## src/sv/bsg_pkg.sv

```systemverilog
// Shared types, widths and constants of the Bezier segment generator.
package bsg_pkg;

   localparam int PointsLimit = 16;
   localparam int BinomW = 13;
   localparam int MulW = 27;
   localparam int ProdW = 2 * MulW;
   localparam int DivNumW = 41;
   localparam int DivDenW = 13;
   localparam int FracW = 24;
   localparam int CoordW = 18;
   localparam int PixW = 22;
   localparam int TW = FracW + 1;
   localparam int WgtW = 26;
   localparam int AccW = 48;
   localparam int P16W = AccW - FracW;
   localparam int OffW = 27;
   localparam int XnumW = 41;
   localparam int QmagW = 25;
   localparam int QuoW = 23;
   localparam int RecipShift = 29;

   localparam logic [TW-1:0] OneQ24 = TW'(1 << FracW);
   // 2^29 / 15 rounded up gives the exact floor quotient by 15 for operands below 2^25.
   localparam logic [MulW-1:0] Recip15 = MulW'(35791395);

   localparam int DefaultMaxPoints = 8;
   localparam logic [3:0] PointCountReset = 4'd4;
   localparam logic [9:0] SegmentCountReset = 10'd100;
   localparam logic [12:0] CanvasWidthReset = 13'd640;
   localparam logic [12:0] CanvasHeightReset = 13'd480;

   typedef enum logic [1:0] {
      CSR_POINT_COUNT   = 2'd0,
      CSR_SEGMENT_COUNT = 2'd1,
      CSR_CANVAS_WIDTH  = 2'd2,
      CSR_CANVAS_HEIGHT = 2'd3
   } bsg_csr_type;

   typedef enum logic {
      CMD_LOAD = 1'b0,
      CMD_EMIT = 1'b1
   } bsg_cmd_type;

   typedef struct packed {
      logic                start;
      logic [DivNumW-1:0] num;
      logic [DivDenW-1:0] den;
   } bsg_div_req_type;

   typedef logic [PointsLimit-1:0][BinomW-1:0] binom_row_type;
   typedef binom_row_type [PointsLimit-1:0] binom_tab_type;

   // Pascal's triangle, built at elaboration.
   function automatic binom_tab_type binom_build();
      binom_tab_type tab;
      tab = '0;
      tab[0][0] = BinomW'(1);
      for (int r = 1; r < PointsLimit; r++) begin
         tab[r][0] = BinomW'(1);
         for (int c = 1; c <= r; c++) begin
            tab[r][c] = tab[r-1][c-1] + tab[r-1][c];
         end
      end
      return tab;
   endfunction

   localparam binom_tab_type BinomTab = binom_build();

endpackage

```

## src/sv/bsg_mul.sv

```systemverilog
// Shared signed multiplier with a registered product.
module bsg_mul (
   input  logic                               clock,
   input  logic signed [bsg_pkg::MulW-1:0]    a,
   input  logic signed [bsg_pkg::MulW-1:0]    b,
   output logic signed [bsg_pkg::ProdW-1:0]   prod
);
   import bsg_pkg::*;

   logic signed [ProdW-1:0] prod_ff;

   always_ff @(posedge clock) begin
      prod_ff <= a * b;
   end

   assign prod = prod_ff;

endmodule

```

## config.mk

```make
export PLATFORM = sky130hd
export DESIGN_NAME = bsg_mul
export DESIGN_NICKNAME = d
export VERILOG_FILES = /design/src/sv/bsg_pkg.sv /design/src/sv/bsg_mul.sv
export SDC_FILE = /design/constraint.sdc
export NUM_CORES = 2
export LEC_CHECK = 0
export ABC_CLOCK_PERIOD_IN_PS = 7200
export BUFFER_PORTS_ARGS = -buffer_cell sky130_fd_sc_hd__buf_2
export CAP_MARGIN = 30
export CELL_PAD_IN_SITES_DETAIL_PLACEMENT = 1
export CELL_PAD_IN_SITES_GLOBAL_PLACEMENT = 1
export CORE_ASPECT_RATIO = 0.75
export CORE_MARGIN = 1.5
export CORE_UTILIZATION = 40
export CTS_BUF_LIST = sky130_fd_sc_hd__clkbuf_4
export DETAILED_ROUTE_END_ITERATION = 7
export PLACE_DENSITY = 0.8
export SLEW_MARGIN = 10
export SYNTH_ARGS = -nofsm -noshare
export SYNTH_HDL_FRONTEND = slang
export SYNTH_SLANG_ARGS = --single-unit
```

## constraint.sdc

```tcl
create_clock -name clock -period 7.2 [get_ports clock]
set_input_delay 1.08 -clock clock [delete_from_list [all_inputs] [get_ports clock]]
set_output_delay 1.08 -clock clock [all_outputs]
set_load 0.05 [all_outputs]
```

==> summary.md <==
| Metric | Value |
|---|---|
| Outcome | `finished with violations` |
| Failing checks | `setup timing` |
| Routed WL per cell | `about 31 um` |
| Hold_sp | `b[0]` |
| Root buf cell | `clkbuf_4` |
| Residual DRC | `0` |
| Post-Syn Instances | `between 2k and 3k` |
| DRC violation total after the first TritonRoute iteration | `approximately 3k` |
| CP delay by family, top | `adder cells` |
| Drt pass-1 iters | `6` |
| Synth Area in Compound Gates | `4.27%` |
| Initial Util | `around 40%` |
| Die Y | `231 um` |
| Max clock buf depth | `2` |
| Average cell area after synthesis | `about 9.3 um^2` |
| Most used cell along the critical path | `fa_1` |
| Tcrit/Tclk final | `115%` |
| CP startpoint kind | `input port` |
| Mapped cell area | `approximately 0.028 mm^2` |
| Vias/cell | `5.85` |
| Worst hold margin | `1.07 ns` |
| Die Wd | `about 310 um` |
| YS warnings | `0` |
| Buf/Inv on CP | `9` |
| Post-synthesis simple-gate area fraction | `14.3%` |
| RSZ-0062 raised after global routing | `yes` |
| Max-Cap Viols | `0` |
| Multiplexer area fraction after synthesis | `0%` |
| Port buffer count | `108` |
| I/O Pins | `109` |
| Crit. End Element | `flop` |
| Final setup fails | `24` |
| Via count | `~25k` |
| Synth Area in Adders | `between 60 and 70%` |
| Critical path required time | `7.62 ns` |
| Die ar. | `roughly 0.07 mm^2` |
| Critical path arrival | `8.69 ns` |
| First-pass GRT wire length | `173000 um` |
| Critical path type | `in2reg` |
| Flip-flop count of the largest register after layout | `between 50 and 60` |
| End-of-flow core utilization | `between 40% and 50%` |
| Max Slew Vio Count | `0` |
| Post-synthesis async set-or-reset flop share | `0%` |
| Row cnt | `83` |
| Core outline area | `0.0684 mm^2` |
| Setup ws final | `-1.07 ns` |
| Fin crit period | `8.27 ns` |
| Num CTS Buffers | `5` |
| Synth Area in XOR/XNOR | `1.81%` |
| Antenna violations before repair | `3` |
| CTS tree | `built` |
| Max incr delay on CP | `0.90 ns` |
| Post-route ant nets | `0` |
| Post-placement cell area | `~0.032 mm^2` |
| Hold Path Class | `in2reg` |
| CP startpoint | `b[8]` |
| Fin cells | `4282` |
| GRT Overall Usage | `33.0%` |
| Final WL | `131000 um` |
| Nets | `4360` |
| # clock sinks | `54` |
| Worst Tran Pin Value | `0.732 ns` |
| Area delta synth->final | `21.4%` |
| Pin count of the biggest net entering global routing | `19` |
| Hold buffers post-CTS | `0` |
| Syn nets | `slightly below 4k` |
| Post-synth EDFFs | `0` |
| Top_reg_cell synth | `dfxtp_1` |
| Largest family of logic cells by synthesized area | `adder cells` |
| Max Fclk | `roughly 0.12 GHz` |
| Gpl congestion | `0.911` |
| Share of cells above drive strength 1 | `roughly 23%` |
| Worst hold stages | `3` |
| Hold EP | `prod[0]` |
| Synth cell types | `65` |
| Design area | `between 0.03 and 0.04 mm^2` |
| Sequential fraction of the synthesis area | `3.91%` |
| CTS HTree Levels | `2` |
| CP max stage cell | `fa_1` |
| Crit-path max FO | `11` |
| Detail Placement HPWL | `91600 um` |
| GRT overflow | `0` |
| Final Hold Fails | `0` |
| Placed Cells incl. Taps | `4214` |
| Yosys reg bits | `54` |
| Slew margin rel. | `50.7%` |
| Number of global-route vias before repair | `27.3k` |
| Worst-path clk slew | `about 0.18 ns` |
## area by class of cell
type,instances,area (um^2)
Fill cell,7671,34900
Multi-Input combinational cell,1947,23600
Timing Repair Buffer,556,4580
Inverter,822,3100
Tap cell,892,1120
Sequential cell,54,1080
Clock buffer,6,45.0
Clock inverter,2,37.5
Antenna cell,3,7.51
## worst max path at each step
| stage | end | slack [ns] | depth (start not counted) |
|---|---|---|---|
| 6_report | prod[47] | -1.07 | 26 |
| 5_1_grt | prod[53] | -1.09 | 26 |
| 3_3_place_gp | prod[50] | -0.75 | 24 |
| 3_5_place_dp | prod[50] | -1.01 | 24 |
| 4_1_cts | prod[53] | -0.12 | 25 |
| 2_1_floorplan | prod[53] | -0.26 | 22 |
## timing repair
| item | in CTS | in global routing |
|---|---|---|
| cloned | 1 | 0 |
| gates resized for setup | 198 | 114 |
| pin swaps | 96 | 91 |
| setup buffers | 31 | 25 |
| endpoints found under the setup margin | 27 | 26 |
| hold endpoints to repair | 0 | 0 |
## synth_stat cells (all sizes together) (11+ instances only)
cell type | n | area share [%]
inv | 822 | 11
fa | 761 | 55
nand2 | 421 | 5.7
and2 | 299 | 6.8
ha | 158 | 7.2
clkbuf | 138 | 1.9
dfxtp | 54 | 3.9
a21o | 44 | 1.2
xnor2 | 43 | 1.4
nor2 | 42 | 0.57
a21oi | 38 | 0.72
o21ai | 18 | 0.34
xor2 | 14 | 0.44
nand2b | 11 | 0.25
## routing by layer
layer | vias up | share of wire [%] | global-route usage [%]
met4 | 2 | 8.0 | 16.2
met3 | 800 | 13 | 9.76
met2 | 2245 | 44 | 52.7
met5 | - | 0.046 | 0
li1 | 9227 | - | -
met1 | 12768 | 34 | 40.8
## kinds of logic (layout without fill, tap and decap cells)
kind of cell    count (synthesis)  after routing
buf+inv                       968           1386
fa+ha+maj                     919            919
simple gates                  816            816
compound gates                155            155
xor+xnor                       57             57
flops                          54             54
other cells                     0              3
## through the flow
| stage | setup TNS, ns | setup WS, ns |
|---|---|---|
| 4_1_cts | -0.373 | -0.120 |
| 6_report | -14.40 | -1.07 |
| 5_1_grt | -15.62 | -1.09 |
| 2_1_floorplan | -0.275 | -0.259 |
| 3_3_place_gp | -16.27 | -0.750 |
| 3_5_place_dp | -24.82 | -1.01 |
## layout by cell type, fill, tap and decap left out, types with 42 or more instances in the layout
master / netlist / final
ha_1: 158 / 134
and2_1: 299 / 285
fa_2: 0 / 70
dfxtp_1: 54 / 54
inv_1: 822 / 790
nand2_1: 421 / 415
fa_1: 761 / 691
buf_2: 3 / 66
buf_4: 0 / 408
buf_6: 2 / 42
Power is left out: the tool's default activity adds up to more than one toggle a clock period on the data nets, which glitch-free logic cannot reach.
