## src/sv/bsg_pkg.sv

```systemverilog
// Shared types, widths and constants of the Bezier segment generator.
package bsg_pkg;

   localparam int PointsLimit = 16;
   localparam int BinomW = 13;
   localparam int MulW = 27;
   localparam int ProdW = 2 * MulW;
   localparam int DivNumW = 41;
   localparam int DivDenW = 13;
   localparam int FracW = 24;
   localparam int CoordW = 18;
   localparam int PixW = 22;
   localparam int TW = FracW + 1;
   localparam int WgtW = 26;
   localparam int AccW = 48;
   localparam int P16W = AccW - FracW;
   localparam int OffW = 27;
   localparam int XnumW = 41;
   localparam int QmagW = 25;
   localparam int QuoW = 23;
   localparam int RecipShift = 29;

   localparam logic [TW-1:0] OneQ24 = TW'(1 << FracW);
   // 2^29 / 15 rounded up gives the exact floor quotient by 15 for operands below 2^25.
   localparam logic [MulW-1:0] Recip15 = MulW'(35791395);

   localparam int DefaultMaxPoints = 8;
   localparam logic [3:0] PointCountReset = 4'd4;
   localparam logic [9:0] SegmentCountReset = 10'd100;
   localparam logic [12:0] CanvasWidthReset = 13'd640;
   localparam logic [12:0] CanvasHeightReset = 13'd480;

   typedef enum logic [1:0] {
      CSR_POINT_COUNT   = 2'd0,
      CSR_SEGMENT_COUNT = 2'd1,
      CSR_CANVAS_WIDTH  = 2'd2,
      CSR_CANVAS_HEIGHT = 2'd3
   } bsg_csr_type;

   typedef enum logic {
      CMD_LOAD = 1'b0,
      CMD_EMIT = 1'b1
   } bsg_cmd_type;

   typedef struct packed {
      logic                start;
      logic [DivNumW-1:0] num;
      logic [DivDenW-1:0] den;
   } bsg_div_req_type;

   typedef logic [PointsLimit-1:0][BinomW-1:0] binom_row_type;
   typedef binom_row_type [PointsLimit-1:0] binom_tab_type;

   // Pascal's triangle, built at elaboration.
   function automatic binom_tab_type binom_build();
      binom_tab_type tab;
      tab = '0;
      tab[0][0] = BinomW'(1);
      for (int r = 1; r < PointsLimit; r++) begin
         tab[r][0] = BinomW'(1);
         for (int c = 1; c <= r; c++) begin
            tab[r][c] = tab[r-1][c-1] + tab[r-1][c];
         end
      end
      return tab;
   endfunction

   localparam binom_tab_type BinomTab = binom_build();

endpackage

```

## src/sv/bsg_div.sv

```systemverilog
// Restoring divider, one quotient bit per cycle.
module bsg_div (
   input  logic                              clock,
   input  logic                              reset,
   input  bsg_pkg::bsg_div_req_type          req,
   output logic                              done,
   output logic [bsg_pkg::DivNumW-1:0]       quotient
);
   import bsg_pkg::*;

   localparam int CntW = $clog2(DivNumW + 1);

   logic [DivDenW-1:0] rem_ff;
   logic [DivNumW-1:0] quo_ff;
   logic [DivDenW-1:0] den_ff;
   logic [CntW-1:0]    cnt_ff;
   logic               busy_ff;
   logic               done_ff;
   logic [DivDenW:0]   rem_sh;
   logic [DivDenW+1:0] diff;

   assign rem_sh = {rem_ff, quo_ff[DivNumW-1]};
   assign diff = {1'b0, rem_sh} - {2'b00, den_ff};

   always_ff @(posedge clock) begin
      if (reset) begin
         busy_ff <= 1'b0;
         done_ff <= 1'b0;
         cnt_ff <= '0;
      end else begin
         done_ff <= 1'b0;
         if (req.start) begin
            rem_ff <= '0;
            quo_ff <= req.num;
            den_ff <= req.den;
            cnt_ff <= CntW'(DivNumW);
            busy_ff <= 1'b1;
         end else if (busy_ff) begin
            if (!diff[DivDenW+1]) begin
               rem_ff <= diff[DivDenW-1:0];
               quo_ff <= {quo_ff[DivNumW-2:0], 1'b1};
            end else begin
               rem_ff <= rem_sh[DivDenW-1:0];
               quo_ff <= {quo_ff[DivNumW-2:0], 1'b0};
            end
            cnt_ff <= cnt_ff - CntW'(1);
            if (cnt_ff == CntW'(1)) begin
               busy_ff <= 1'b0;
               done_ff <= 1'b1;
            end
         end
      end
   end

   assign done = done_ff;
   assign quotient = quo_ff;

   a_no_restart: assert property (@(posedge clock) disable iff (reset)
      req.start |-> !busy_ff) else $error("divider restarted while busy");
   a_done_once: assert property (@(posedge clock) disable iff (reset)
      done_ff |=> !done_ff) else $error("divider done held for two cycles");
   a_done_ends_busy: assert property (@(posedge clock) disable iff (reset)
      $fell(busy_ff) |-> done_ff || $past(req.start)) else $error("divider stopped early");

endmodule

```

## config.mk

```make
export PLATFORM = sky130hd
export DESIGN_NAME = bsg_div
export DESIGN_NICKNAME = d
export VERILOG_FILES = /design/src/sv/bsg_pkg.sv /design/src/sv/bsg_div.sv
export SDC_FILE = /design/constraint.sdc
export NUM_CORES = 1
export LEC_CHECK = 0
export BUFFER_PORTS_ARGS = -buffer_cell sky130_fd_sc_hd__buf_2
export CAP_MARGIN = 10
export CORE_ASPECT_RATIO = 1.1
export CORE_MARGIN = 2
export CORE_UTILIZATION = 45
export CTS_BUF_LIST = sky130_fd_sc_hd__clkbuf_16
export CTS_CLUSTER_DIAMETER = 50
export DETAILED_ROUTE_END_ITERATION = 12
export GPL_ROUTABILITY_DRIVEN = 1
export GPL_TIMING_DRIVEN = 0
export PLACE_DENSITY = 0.7
export SLEW_MARGIN = 20
export SYNTH_ARGS = -nofsm -noshare
export SYNTH_HDL_FRONTEND = slang
export SYNTH_SLANG_ARGS = --single-unit
```

## constraint.sdc

```tcl
create_clock -name clock -period 3.6 [get_ports clock]
set_input_delay 0.54 -clock clock [delete_from_list [all_inputs] [get_ports clock]]
set_output_delay 0.54 -clock clock [all_outputs]
set_load 0.05 [all_outputs]
```

==> impl_metrics.csv, run 1 <==
group,metric,value,unit
worst_setup_path,critPathMaxStageDelay,0.41,ns
timing,slew-limit-headroom,0.4944,
layout,fillerInstances,699,
timing,final_max_slew_viol_count,0,
floorplanning,die_boundary_width,91.68,um
global_route,global_route.usage.met3,0.06532,
worst_setup_path,crit_start,"quotient[40]",
worst_setup_path,startpoint_type,"register",
floorplanning,die-height,100.4,um
global_route,busiest_layer_in_global_routing,"met2",
route,routed_wire_length_per_instance,15.52,um
layout,design.final.nets,467,
cts,cts.repair_timing.setup_buffer_count,0,
worst_setup_path,r2r_startpoint,"quotient[40]",
worst_setup_path,crit_type,"register to register",
cts,cts_made_buffers,9,
placement,place.detailed.instances,494,
route,number_of_remaining_drc_errors,0,
route,drt_wl_total,7900,um
route,drt-vias-per-instance,5.255,
global_route,gr-usage-all-layers,0.1773,
run,max_cap_violations,0,
placement,dp_hpwl,5728,um
layout,final_layout_size_suffix_gt1_frac,0.4322,
min_path,hp-start,"req[7]",
global_route,global_route.usage.met2,0.2924,
timing,grt_setup_unrepaired,"false",
power,p_leak,1.953,nW
timing,setup-tns-final,0,ns
global_route,number_of_global_route_vias_before_repair,2735,
timing,whs,0.3814,ns
route,ant_nets,0,
route,route.vias.total,2675,
synth,ys_seq_elements,75,
worst_setup_path,worst-path-stages,10,
worst_setup_path,worstSetupEndpointType,"register",
layout,sequential_cell_area,2172,um2
global_route,grt_pass1_wl,12680,um
worst_setup_path,path_max_fanout,10,
global_route,grt-ovfl-total,0,
synth,postSynth.asyncResetShare,0,
synth,synth.cell_area,3805,um2
cts,post_cts_hold_buffer_count,0,
cts,clock_tree.root_cell,"sky130_fd_sc_hd__clkbuf_16",
worst_setup_path,worstPathArrival,2.72,ns
cts,clock_sink_count,75,
global_route,pin_count_of_the_biggest_net_entering_global_routing,24,
timing,tightest_slew,0.7576,ns
synth,synthDistinctLibCells,52,
cts,cts.reportedPaths.clkPinSlew,0.06,ns
timing,fin_crit_sh,0.7121,
global_route,grt_antenna_before_repair,0,
timing,post-route-min-period,2.563,ns
route,drt-pass1-iter-count,4,
min_path,hold_path_depth,1,
worst_setup_path,critical_path_required,3.76,ns
cts,max_buffers_root_to_sink,2,
timing,setup-violations-final,0,
synth,synth_ff_type,"sky130_fd_sc_hd__edfxtp_1",
layout,layout-area-overhead-vs-synth,26.27,%
cts,clock_latency,0.33,ns
worst_setup_path,timing.critical_path.slowest_stage_cell,"sky130_fd_sc_hd__fa_1",
synth,yosysSeqAreaShare,0.5709,
timing,timing.clock.skew,0.007612,ns
cts,cts_htree_levels,3,
global_route,use_met1,0.2115,
worst_setup_path,r2r_cells,10,
layout,multi_input_comb_area,1511,um2
floorplanning,io_pins,99,
timing,finalHoldViolCount,0,
layout,layoutNonFillerInstCount,509,
worst_setup_path,critical_path.cell_chain,"inv_1 > ha_1 > fa_1 > nand2b_1 > a21o_1 > a21oi_4 > o221a_4 > buf_6 > o22ai_1 > a21oi_1",
synth,yosysWarningCount,0,
placement,place_congestion,0.8163,
layout,antenna_cells,0,
floorplanning,row_count,35,
cts,tritoncts,"built",
placement,io_buffer_count,96,
route,dr.first_iter.drc_count,121,
synth,postSynthNetCount,358,
worst_setup_path,cpLargestDelayFamily,"compound AO/OA/AOI/OAI gates",
timing,timing.fmax,390.1,MHz
synth,synthesis.instances,285,
power,cellPowerDensity,534.3,nW/um2
cts,cts_resized,0,
min_path,hold_wc_path_type,"input port to register",
synth,synth_enable_flop_cells,67,
floorplanning,placeableCoreArea,8277,um2
floorplanning,initial_utilization,0.4597,
status,outcome,"completed",
floorplanning,dieArea,9208,um2
synth,synthesis.area_per_instance,13.35,um2
power,worst_supply_voltage_drop_on_vdd,0.2640,mV
worst_setup_path,timing.critical_path.buf_inv,2,
routing by layer:
metal	up-vias	part of all wire
met5	-	0
met4	0	0.014
met3	14	0.068
met2	82	0.48
met1	1288	0.43
li1	1291	-
final cells by class:
cell class	instances	area share
Clock inverter	6	0.01875
Buffer	12	0.01250
Clock buffer	9	0.04687
Inverter	19	0.01484
Tap cell	111	0.02891
Multi-Input combinational cell	179	0.3146
Timing Repair Buffer	98	0.1115
Sequential cell	75	0.4521
final timing paths:
check	to	slack [ns]
min	den_ff[7]	0.38
max	rem_ff[11]	1.04
min reg2reg	cnt_ff[1]	0.51
max reg2reg	rem_ff[11]	1.04
layout by cell type, fill, tap and decap left out, types with 7 or more instances in the layout:
master                      count
sky130_fd_sc_hd__buf_2         96
sky130_fd_sc_hd__edfxtp_1      67
sky130_fd_sc_hd__mux2_2        41
sky130_fd_sc_hd__inv_1         19
sky130_fd_sc_hd__a21oi_1       16
sky130_fd_sc_hd__ha_1          15
sky130_fd_sc_hd__nor2_1         9
sky130_fd_sc_hd__nand3_1        9
sky130_fd_sc_hd__clkbuf_16      9
sky130_fd_sc_hd__dfxtp_1        8
sky130_fd_sc_hd__clkbuf_1       7
sky130_fd_sc_hd__nand2_1        7
sky130_fd_sc_hd__nor3_1         7
sky130_fd_sc_hd__xnor2_1        7
sequential cells by signal, indices dropped and copies added (netlist names):
register,count
busy_ff,1
quotient,41
done,1
cnt_ff,6
rem_ff,13
den_ff,13
logic make-up (layout without fill, tap and decap cells):
kind of cell / after synthesis / after routing / synth area share
XOR/XNOR: 11 / 11 / 0.02532
AND/OR/NAND/NOR: 59 / 59 / 0.08879
flip-flops: 75 / 75 / 0.5709
multiplexers: 43 / 43 / 0.1266
buffers and inverters: 31 / 144 / 0.03453
AO/OA/AOI/OAI: 50 / 50 / 0.09931
adder cells (fa/ha/maj): 16 / 16 / 0.05459
where the power goes:
part | internal, mW | total (mW) | switching [mW]
Clock | 0.605 | 0.950 | 0.345
Combinational | 0.217 | 0.553 | 0.336
Sequential | 1.03 | 1.06 | 0.0327
per-stage QoR:
stage	setup WS [ns]	power, mW	instance area (um2)	util
after floorplan	0.6684	1.491	3807	-
after global placement	-0.2096	1.609	4427	0.5348
after detailed placement	1.029	1.631	4489	0.5424
after CTS	1.016	2.581	4805	0.5805
after global routing	0.9072	2.666	4805	0.5805
final	1.037	2.567	4805	0.5805
cells in the mapped netlist (2+ instances only):
cell type,number,area [um2]
sky130_fd_sc_hd__edfxtp_1,67,2012
sky130_fd_sc_hd__mux2_2,41,461.7
sky130_fd_sc_hd__inv_1,19,71.32
sky130_fd_sc_hd__a21oi_1,16,80.08
sky130_fd_sc_hd__ha_1,15,187.7
sky130_fd_sc_hd__nor2_1,11,41.29
sky130_fd_sc_hd__nand3_1,9,45.04
sky130_fd_sc_hd__dfxtp_1,8,160.2
sky130_fd_sc_hd__clkbuf_1,7,26.28
sky130_fd_sc_hd__nand2_1,7,26.28
sky130_fd_sc_hd__nor3_1,7,35.03
sky130_fd_sc_hd__xnor2_1,7,61.31
sky130_fd_sc_hd__nand3b_1,6,45.04
sky130_fd_sc_hd__o21ai_1,6,30.03
sky130_fd_sc_hd__a211oi_1,4,30.03
sky130_fd_sc_hd__a21o_1,4,30.03
sky130_fd_sc_hd__nand2b_1,4,25.02
sky130_fd_sc_hd__xor2_1,4,35.03
sky130_fd_sc_hd__and3_1,3,18.77
sky130_fd_sc_hd__buf_1,3,11.26
sky130_fd_sc_hd__a21oi_4,2,32.53
sky130_fd_sc_hd__a31oi_1,2,12.51
sky130_fd_sc_hd__buf_6,2,22.52
sky130_fd_sc_hd__mux2i_1,2,20.02
sky130_fd_sc_hd__o22ai_1,2,12.51
(Power assumes the default switching activity.)
==> run 2: changes to the inputs <==
- ABC_AREA: default -> 1
- clock period: 3.6 -> 2.2 ns (I/O delays scaled with it)
==> run 2 against run 1 <==
Clock skew up 0.0010 ns. First-iteration DRC count up 74%. Core utilization up 2.5 points. Sequential cell count unchanged. Area after synthesis up 4.6%. Via count up 28%. Synthesized cell count up 65%. Combinational power up 79%. Final cell count up 38%. Register-to-register slack worse by 0.97 ns. Sequential power up 65%. Setup slack worse by 0.97 ns. Largest cell class unchanged.
==> impl_metrics.csv, run 2 <==
group,metric,value,unit
status,outcome,"completed",
synth,synthXorXnorAreaFrac,0.008802,
synth,synthSimpleGateAreaFrac,0.2766,
synth,yosysSeqAreaShare,0.5457,
timing,fin_crit_sh,0.9686,
cts,cts_made_buffers,9,
cts,cts.reportedPaths.clkPinSlew,0.06,ns
global_route,grt-ovfl-total,0,
worst_setup_path,worstSetupEndpointType,"register",
worst_setup_path,worstPathArrival,2.21,ns
global_route,number_of_global_route_vias_before_repair,3334,
synth,post_synth_main_area_contributors,"sky130_fd_sc_hd__edfxtp_1, sky130_fd_sc_hd__nand2_1, sky130_fd_sc_hd__inv_1, sky130_fd_sc_hd__ha_1, sky130_fd_sc_hd__dfxtp_1",
run,max_cap_violations,0,
synth,netlist_top_cells_count,"sky130_fd_sc_hd__nand2_1, sky130_fd_sc_hd__edfxtp_1, sky130_fd_sc_hd__inv_1",
worst_setup_path,critical_path.cell_chain,"inv_2 > ha_4 > fa_2 > inv_2 > nand2_1 > nand3_2 > nand2_4 > nand2_8 > clkinvlp_4 > nor2_2 > nor2_1",
floorplanning,dieArea,9614,um2
worst_setup_path,timing.critical_path.buf_inv,3,
placement,place_congestion,0.8947,
cts,tritoncts,"built",
synth,yosysWarningCount,0,
timing,setup-tns-final,0,ns
synth,postSynthNetCount,542,
layout,final_cell_mix,"sky130_fd_sc_hd__nand2_1, sky130_fd_sc_hd__buf_2, sky130_fd_sc_hd__edfxtp_1, sky130_fd_sc_hd__inv_1, sky130_fd_sc_hd__nor2_1",
layout,antenna_cells,0,
layout,sequential_cell_area,2172,um2
worst_setup_path,cpLargestDelayFamily,"adder cells",
layout,layout-area-overhead-vs-synth,29.27,%
cts,cts_htree_levels,3,
worst_setup_path,startpoint_type,"register",
synth,yosys.area_share.adder,0.05218,
global_route,grt_pass1_wl,15370,um
worst_setup_path,path_max_fanout,6,
layout,postLayoutCoreUtil,0.6056,
timing,post-route-min-period,2.131,ns
worst_setup_path,critPathMaxStageDelay,0.41,ns
timing,timing.clock.skew,0.008648,ns
layout,layoutNonFillerInstCount,702,
global_route,pin_count_of_the_biggest_net_entering_global_routing,22,
global_route,gr-usage-all-layers,0.2045,
synth,synth.cell_area,3980,um2
power,cellPowerDensity,823.2,nW/um2
synth,ys_seq_elements,75,
min_path,hold_wc_path_type,"input port to register",
timing,tightest_slew,0.8586,ns
cts,clock_tree.root_cell,"sky130_fd_sc_hd__clkbuf_16",
placement,io_buffer_count,97,
layout,largest_register_ffs,41,
worst_setup_path,timing.critical_path.slowest_stage_cell,"sky130_fd_sc_hd__fa_2",
synth,postSynth.asyncResetShare,0,
synth,yosys.area.top_type,"sky130_fd_sc_hd__edfxtp_1",
cts,max_buffers_root_to_sink,2,
floorplanning,placeableCoreArea,8496,um2
placement,place.detailed.instances,679,
cts,post_cts_hold_buffer_count,0,
worst_setup_path,critical_path_required,2.28,ns
synth,synth.area.mux_share,0,
synth,synthesis.instances,469,
route,dr.first_iter.drc_count,211,
layout,design.final.nets,659,
floorplanning,die-height,102.6,um
placement,dp_hpwl,6868,um
route,drt_wl_total,9626,um
timing,timing.fmax,469.3,MHz
timing,finalHoldViolCount,0,
synth,synth_enable_flop_cells,67,
floorplanning,row_count,35,
synth,yosysMostFrequentCell,"sky130_fd_sc_hd__nand2_1",
route,drt-pass1-iter-count,6,
floorplanning,initial_utilization,0.4685,
synth,synthDistinctLibCells,31,
global_route,grt_antenna_before_repair,0,
route,ant_nets,0,
route,route.vias.total,3412,
worst_setup_path,crit_type,"register to register",
power,p_leak,2.552,nW
synth,synth_ff_type,"sky130_fd_sc_hd__edfxtp_1",
route,number_of_remaining_drc_errors,0,
power,worst_supply_voltage_drop_on_vdd,0.5257,mV
worst_setup_path,timing.critical_path.mode_cell,"sky130_fd_sc_hd__inv_2",
synth,synth_top_area_share,0.5055,
route,routed_wire_length_per_instance,13.71,um
timing,setup-violations-final,0,
layout,layout.cells.most_common,"sky130_fd_sc_hd__nand2_1",
timing,final_max_slew_viol_count,0,
cts,clock_latency,0.33,ns
floorplanning,io_pins,99,
synth,synth_top_family_by_area,"simple AND/OR/NAND/NOR gates",
floorplanning,die_boundary_width,93.67,um
synth,synth_compound_gate_area_share,0.03772,
route,drt-vias-per-instance,4.860,
synth,synthesis.area_per_instance,8.486,um2
layout,fillerInstances,761,
cts,clock_sink_count,75,
timing,slew-limit-headroom,0.4270,
layout,multi_input_comb_area,1614,um2
layout,final_layout_size_suffix_gt1_frac,0.2521,
## run 2: cell count changes after synthesis, moves of 5 or more
cell / change
sky130_fd_sc_hd__o21ai_0: +6
sky130_fd_sc_hd__nor3_1: -7
sky130_fd_sc_hd__nor2_1: +20
sky130_fd_sc_hd__nand3_1: +7
sky130_fd_sc_hd__xnor2_1: -5
sky130_fd_sc_hd__mux2_2: -41
sky130_fd_sc_hd__nand4_1: +5
sky130_fd_sc_hd__inv_1: +46
sky130_fd_sc_hd__nand2_1: +198
## run 2: final timing paths
kind                 from         end  slack (ns)  depth (start not counted)
max          quotient[40]   rem_ff[4]        0.07                         11
max reg2reg  quotient[40]   rem_ff[4]        0.07                         11
min               req[10]  den_ff[10]        0.17                          1
min reg2reg     cnt_ff[5]   cnt_ff[5]        0.50                          2
## run 2: cells by family (layout without fill, tap and decap cells)
| logic type | after synthesis | in the layout |
|---|---|---|
| xor+xnor | 4 | 4 |
| buf+inv | 78 | 200 |
| compound gates | 26 | 26 |
| fa+ha+maj | 16 | 16 |
| flops | 75 | 75 |
| simple gates | 270 | 270 |
## run 2: layout make-up
| type | instances | area share |
|---|---|---|
| multi-input cells | 316 | 0.3137 |
| repair buffers | 106 | 0.1153 |
| well taps | 111 | 0.02699 |
| flip-flops and latches | 75 | 0.4222 |
| inverters | 65 | 0.04815 |
| clock inverters | 5 | 0.006566 |
| plain buffers | 13 | 0.01362 |
| clock buffers | 11 | 0.05350 |
## run 2: worst reg2reg max path: stages, from the launching register on
cell	delay (ns)
sky130_fd_sc_hd__edfxtp_1	0.40
sky130_fd_sc_hd__inv_2	0.07
sky130_fd_sc_hd__ha_4	0.17
sky130_fd_sc_hd__fa_2	0.42
sky130_fd_sc_hd__inv_2	0.09
sky130_fd_sc_hd__nand2_1	0.07
sky130_fd_sc_hd__nand3_2	0.10
sky130_fd_sc_hd__nand2_4	0.08
sky130_fd_sc_hd__nand2_8	0.10
sky130_fd_sc_hd__clkinvlp_4	0.18
sky130_fd_sc_hd__nor2_2	0.14
sky130_fd_sc_hd__nor2_1	0.06
## run 2: stage by stage
step / power, mW / hold slack [ns] / instance area (um2) / worst slack (ns)
floorplan: 2.432 / 0.4289 / 4001 / 0.01199
global placement: 2.643 / 0.4675 / 4626 / -0.1112
detailed placement: 2.680 / 0.4927 / 4683 / 0.02954
CTS: 4.187 / 0.1662 / 5026 / 0.01075
global route: 4.435 / 0.1655 / 5145 / -0.02029
finish: 4.235 / 0.1721 / 5145 / 0.06902
## run 2: per-layer routing
metal  global-route usage  wire (um)  up-vias
met3              0.04971        676       17
met5                    0          0        -
met4              0.08696        190        0
li1                     -          -     1720
met2               0.3420       4761      113
met1               0.2559       3998     1562
## run 2: repair_timing
item / 4_1_cts / 5_1_grt
endpoints found under the setup margin: 1 / 10
buffers inserted: 4 / 3
gates cloned: 0 / 0
pin swaps: 1 / 5
resized for setup: 1 / 14
## run 2: power by group
part | internal [mW] | switching (mW) | leakage (nW)
Combinational | 0.346 | 0.643 | 1.69
Sequential | 1.69 | 0.0625 | 0.709
Clock | 0.902 | 0.593 | 0.154
==> run 3: changes to the inputs <==
- PLACE_DENSITY: 0.7 -> 0.72
- TNS_END_PERCENT: default -> 20
==> run 3 against run 2 <==
Sequential cell count did not move. Clock-buffer cell count fell by 2. Die area is the same. Hold slack better by 0.0010 ns. Non-clock buffer count is the same. Maximum frequency is 1.4% higher. Core utilization shrank 0.38 points. Final cell count is the same. Register-to-register slack improved by 0.03 ns. Largest cell class unchanged.
==> impl_metrics.csv, run 3 (synthesis results as in run 2) <==
group,metric,value,unit
status,outcome,"completed",
cts,clock_sink_count,75,
layout,sequential_cell_area,2172,um2
cts,tritoncts,"built",
global_route,gr-usage-all-layers,0.2064,
cts,clock_tree.root_cell,"sky130_fd_sc_hd__clkbuf_16",
power,p_leak,2.543,nW
layout,layout.cells.most_common,"sky130_fd_sc_hd__nand2_1",
layout,layout-area-overhead-vs-synth,28.45,%
global_route,grt_antenna_before_repair,0,
placement,detailedPlace.worstSlack,-0.1532,ns
layout,antenna_cells,0,
global_route,pin_count_of_the_biggest_net_entering_global_routing,22,
worst_setup_path,worstPathArrival,2.18,ns
timing,fin_crit_sh,0.9554,
route,ant_nets,0,
worst_setup_path,path_max_fanout,6,
timing,timing.clock.skew,0.007493,ns
cts,cts_htree_levels,3,
global_route,grt-ovfl-total,0,
floorplanning,initial_utilization,0.4685,
timing,final_max_slew_viol_count,0,
worst_setup_path,crit_type,"register to register",
layout,largest_register_ffs,41,
placement,io_buffer_count,97,
timing,whs,0.1731,ns
min_path,hold_wc_path_type,"input port to register",
cts,max_buffers_root_to_sink,2,
worst_setup_path,critical_path_required,2.28,ns
timing,layout_setup_ws,0.09807,ns
timing,setup-violations-final,0,
route,dr.first_iter.drc_count,156,
cts,clock_latency,0.33,ns
timing,slew-limit-headroom,0.4395,
timing,timing.fmax,475.8,MHz
floorplanning,die-height,102.6,um
route,drt-pass1-iter-count,4,
layout,final_cell_mix,"sky130_fd_sc_hd__nand2_1, sky130_fd_sc_hd__buf_2, sky130_fd_sc_hd__edfxtp_1, sky130_fd_sc_hd__inv_1, sky130_fd_sc_hd__nor2_1",
cts,cts_made_buffers,9,
route,route.vias.total,3420,
floorplanning,placeableCoreArea,8496,um2
route,number_of_remaining_drc_errors,0,
worst_setup_path,r2r_cells,11,
cts,cts.reportedPaths.clkPinSlew,0.06,ns
power,cellPowerDensity,818.8,nW/um2
timing,finalHoldViolCount,0,
layout,multi_input_comb_area,1612,um2
floorplanning,io_pins,99,
layout,final_layout_size_suffix_gt1_frac,0.2504,
global_route,number_of_global_route_vias_before_repair,3376,
floorplanning,dieArea,9614,um2
worst_setup_path,startpoint_type,"register",
placement,place_congestion,0.8826,
route,routed_wire_length_per_instance,13.71,um
placement,dp_hpwl,6721,um
run,max_cap_violations,0,
floorplanning,die_boundary_width,93.67,um
worst_setup_path,worstSetupEndpointType,"register",
timing,tightest_slew,0.8398,ns
route,drt-vias-per-instance,4.872,
global_route,grt_pass1_wl,15290,um
timing,post-route-min-period,2.102,ns
layout,fillerInstances,759,
floorplanning,row_count,35,
min_path,hold_path_depth,1,
power,worst_supply_voltage_drop_on_vdd,0.4377,mV
route,drt_wl_total,9626,um
layout,design.final.nets,659,
-- run 3: report_power, final --
group	switching, mW	internal, mW
logic	0.644	0.340
registers	0.0621	1.69
clock network	0.576	0.873
total	1.28	2.90
-- run 3: worst paths after layout --
| path | startpoint | end | slack [ns] |
|---|---|---|---|
| worst max-delay path | quotient[40] | rem_ff[4] | 0.1 |
| worst min-delay path | req[11] | den_ff[11] | 0.17 |
| worst max register to register | quotient[40] | rem_ff[4] | 0.1 |
| worst min register to register | cnt_ff[5] | cnt_ff[5] | 0.47 |
-- run 3: what timing repair did --
item / 4_1_cts / 5_1_grt
pin swaps: 1 / 5
endpoints found under the setup margin: 13 / 9
hold buffers: 0 / 0
setup buffers: 3 / 4
resized for setup: 3 / 14
-- run 3: critical path: stages, from the launching register on --
cell	delay (ns)
sky130_fd_sc_hd__edfxtp_1	0.37
sky130_fd_sc_hd__inv_1	0.06
sky130_fd_sc_hd__ha_2	0.20
sky130_fd_sc_hd__fa_2	0.41
sky130_fd_sc_hd__inv_2	0.09
sky130_fd_sc_hd__nand2_2	0.07
sky130_fd_sc_hd__nand3_4	0.08
sky130_fd_sc_hd__nand2_4	0.08
sky130_fd_sc_hd__nand2_8	0.11
sky130_fd_sc_hd__clkinvlp_4	0.17
sky130_fd_sc_hd__nor2_2	0.13
sky130_fd_sc_hd__nor2_1	0.06
-- run 3: area by class of cell --
class	instances	area share
buffer	13	0.01371
clock buffer	9	0.04405
clock inverter	7	0.01297
inverter	65	0.04846
multi-input combinational	316	0.3152
sequential	75	0.4249
tap	111	0.02717
timing repair buffer	106	0.1136
-- run 3: metal layers --
metal,track usage,vias to the layer above,routed length (um)
met4,0.08361,0,118
met3,0.07091,10,679
li1,-,1728,-
met2,0.3448,101,4892
met5,0,-,0
met1,0.2468,1581,3936
-- run 3: metrics by stage --
step / cell area, um2 / instances / utilization / setup TNS (ns) / total power, mW
4_1_cts: 4986 / 698 / 0.5869 / 0 / 4.143
5_1_grt: 5112 / 702 / 0.6018 / -0.01497 / 4.371
6_report: 5112 / 702 / 0.6018 / 0 / 4.186
3_3_place_gp: 4616 / 677 / 0.5433 / -6.022 / 2.638
3_5_place_dp: 4661 / 679 / 0.5486 / -1.060 / 2.671
2_1_floorplan: 3991 / 469 / - / -0.7021 / 2.429
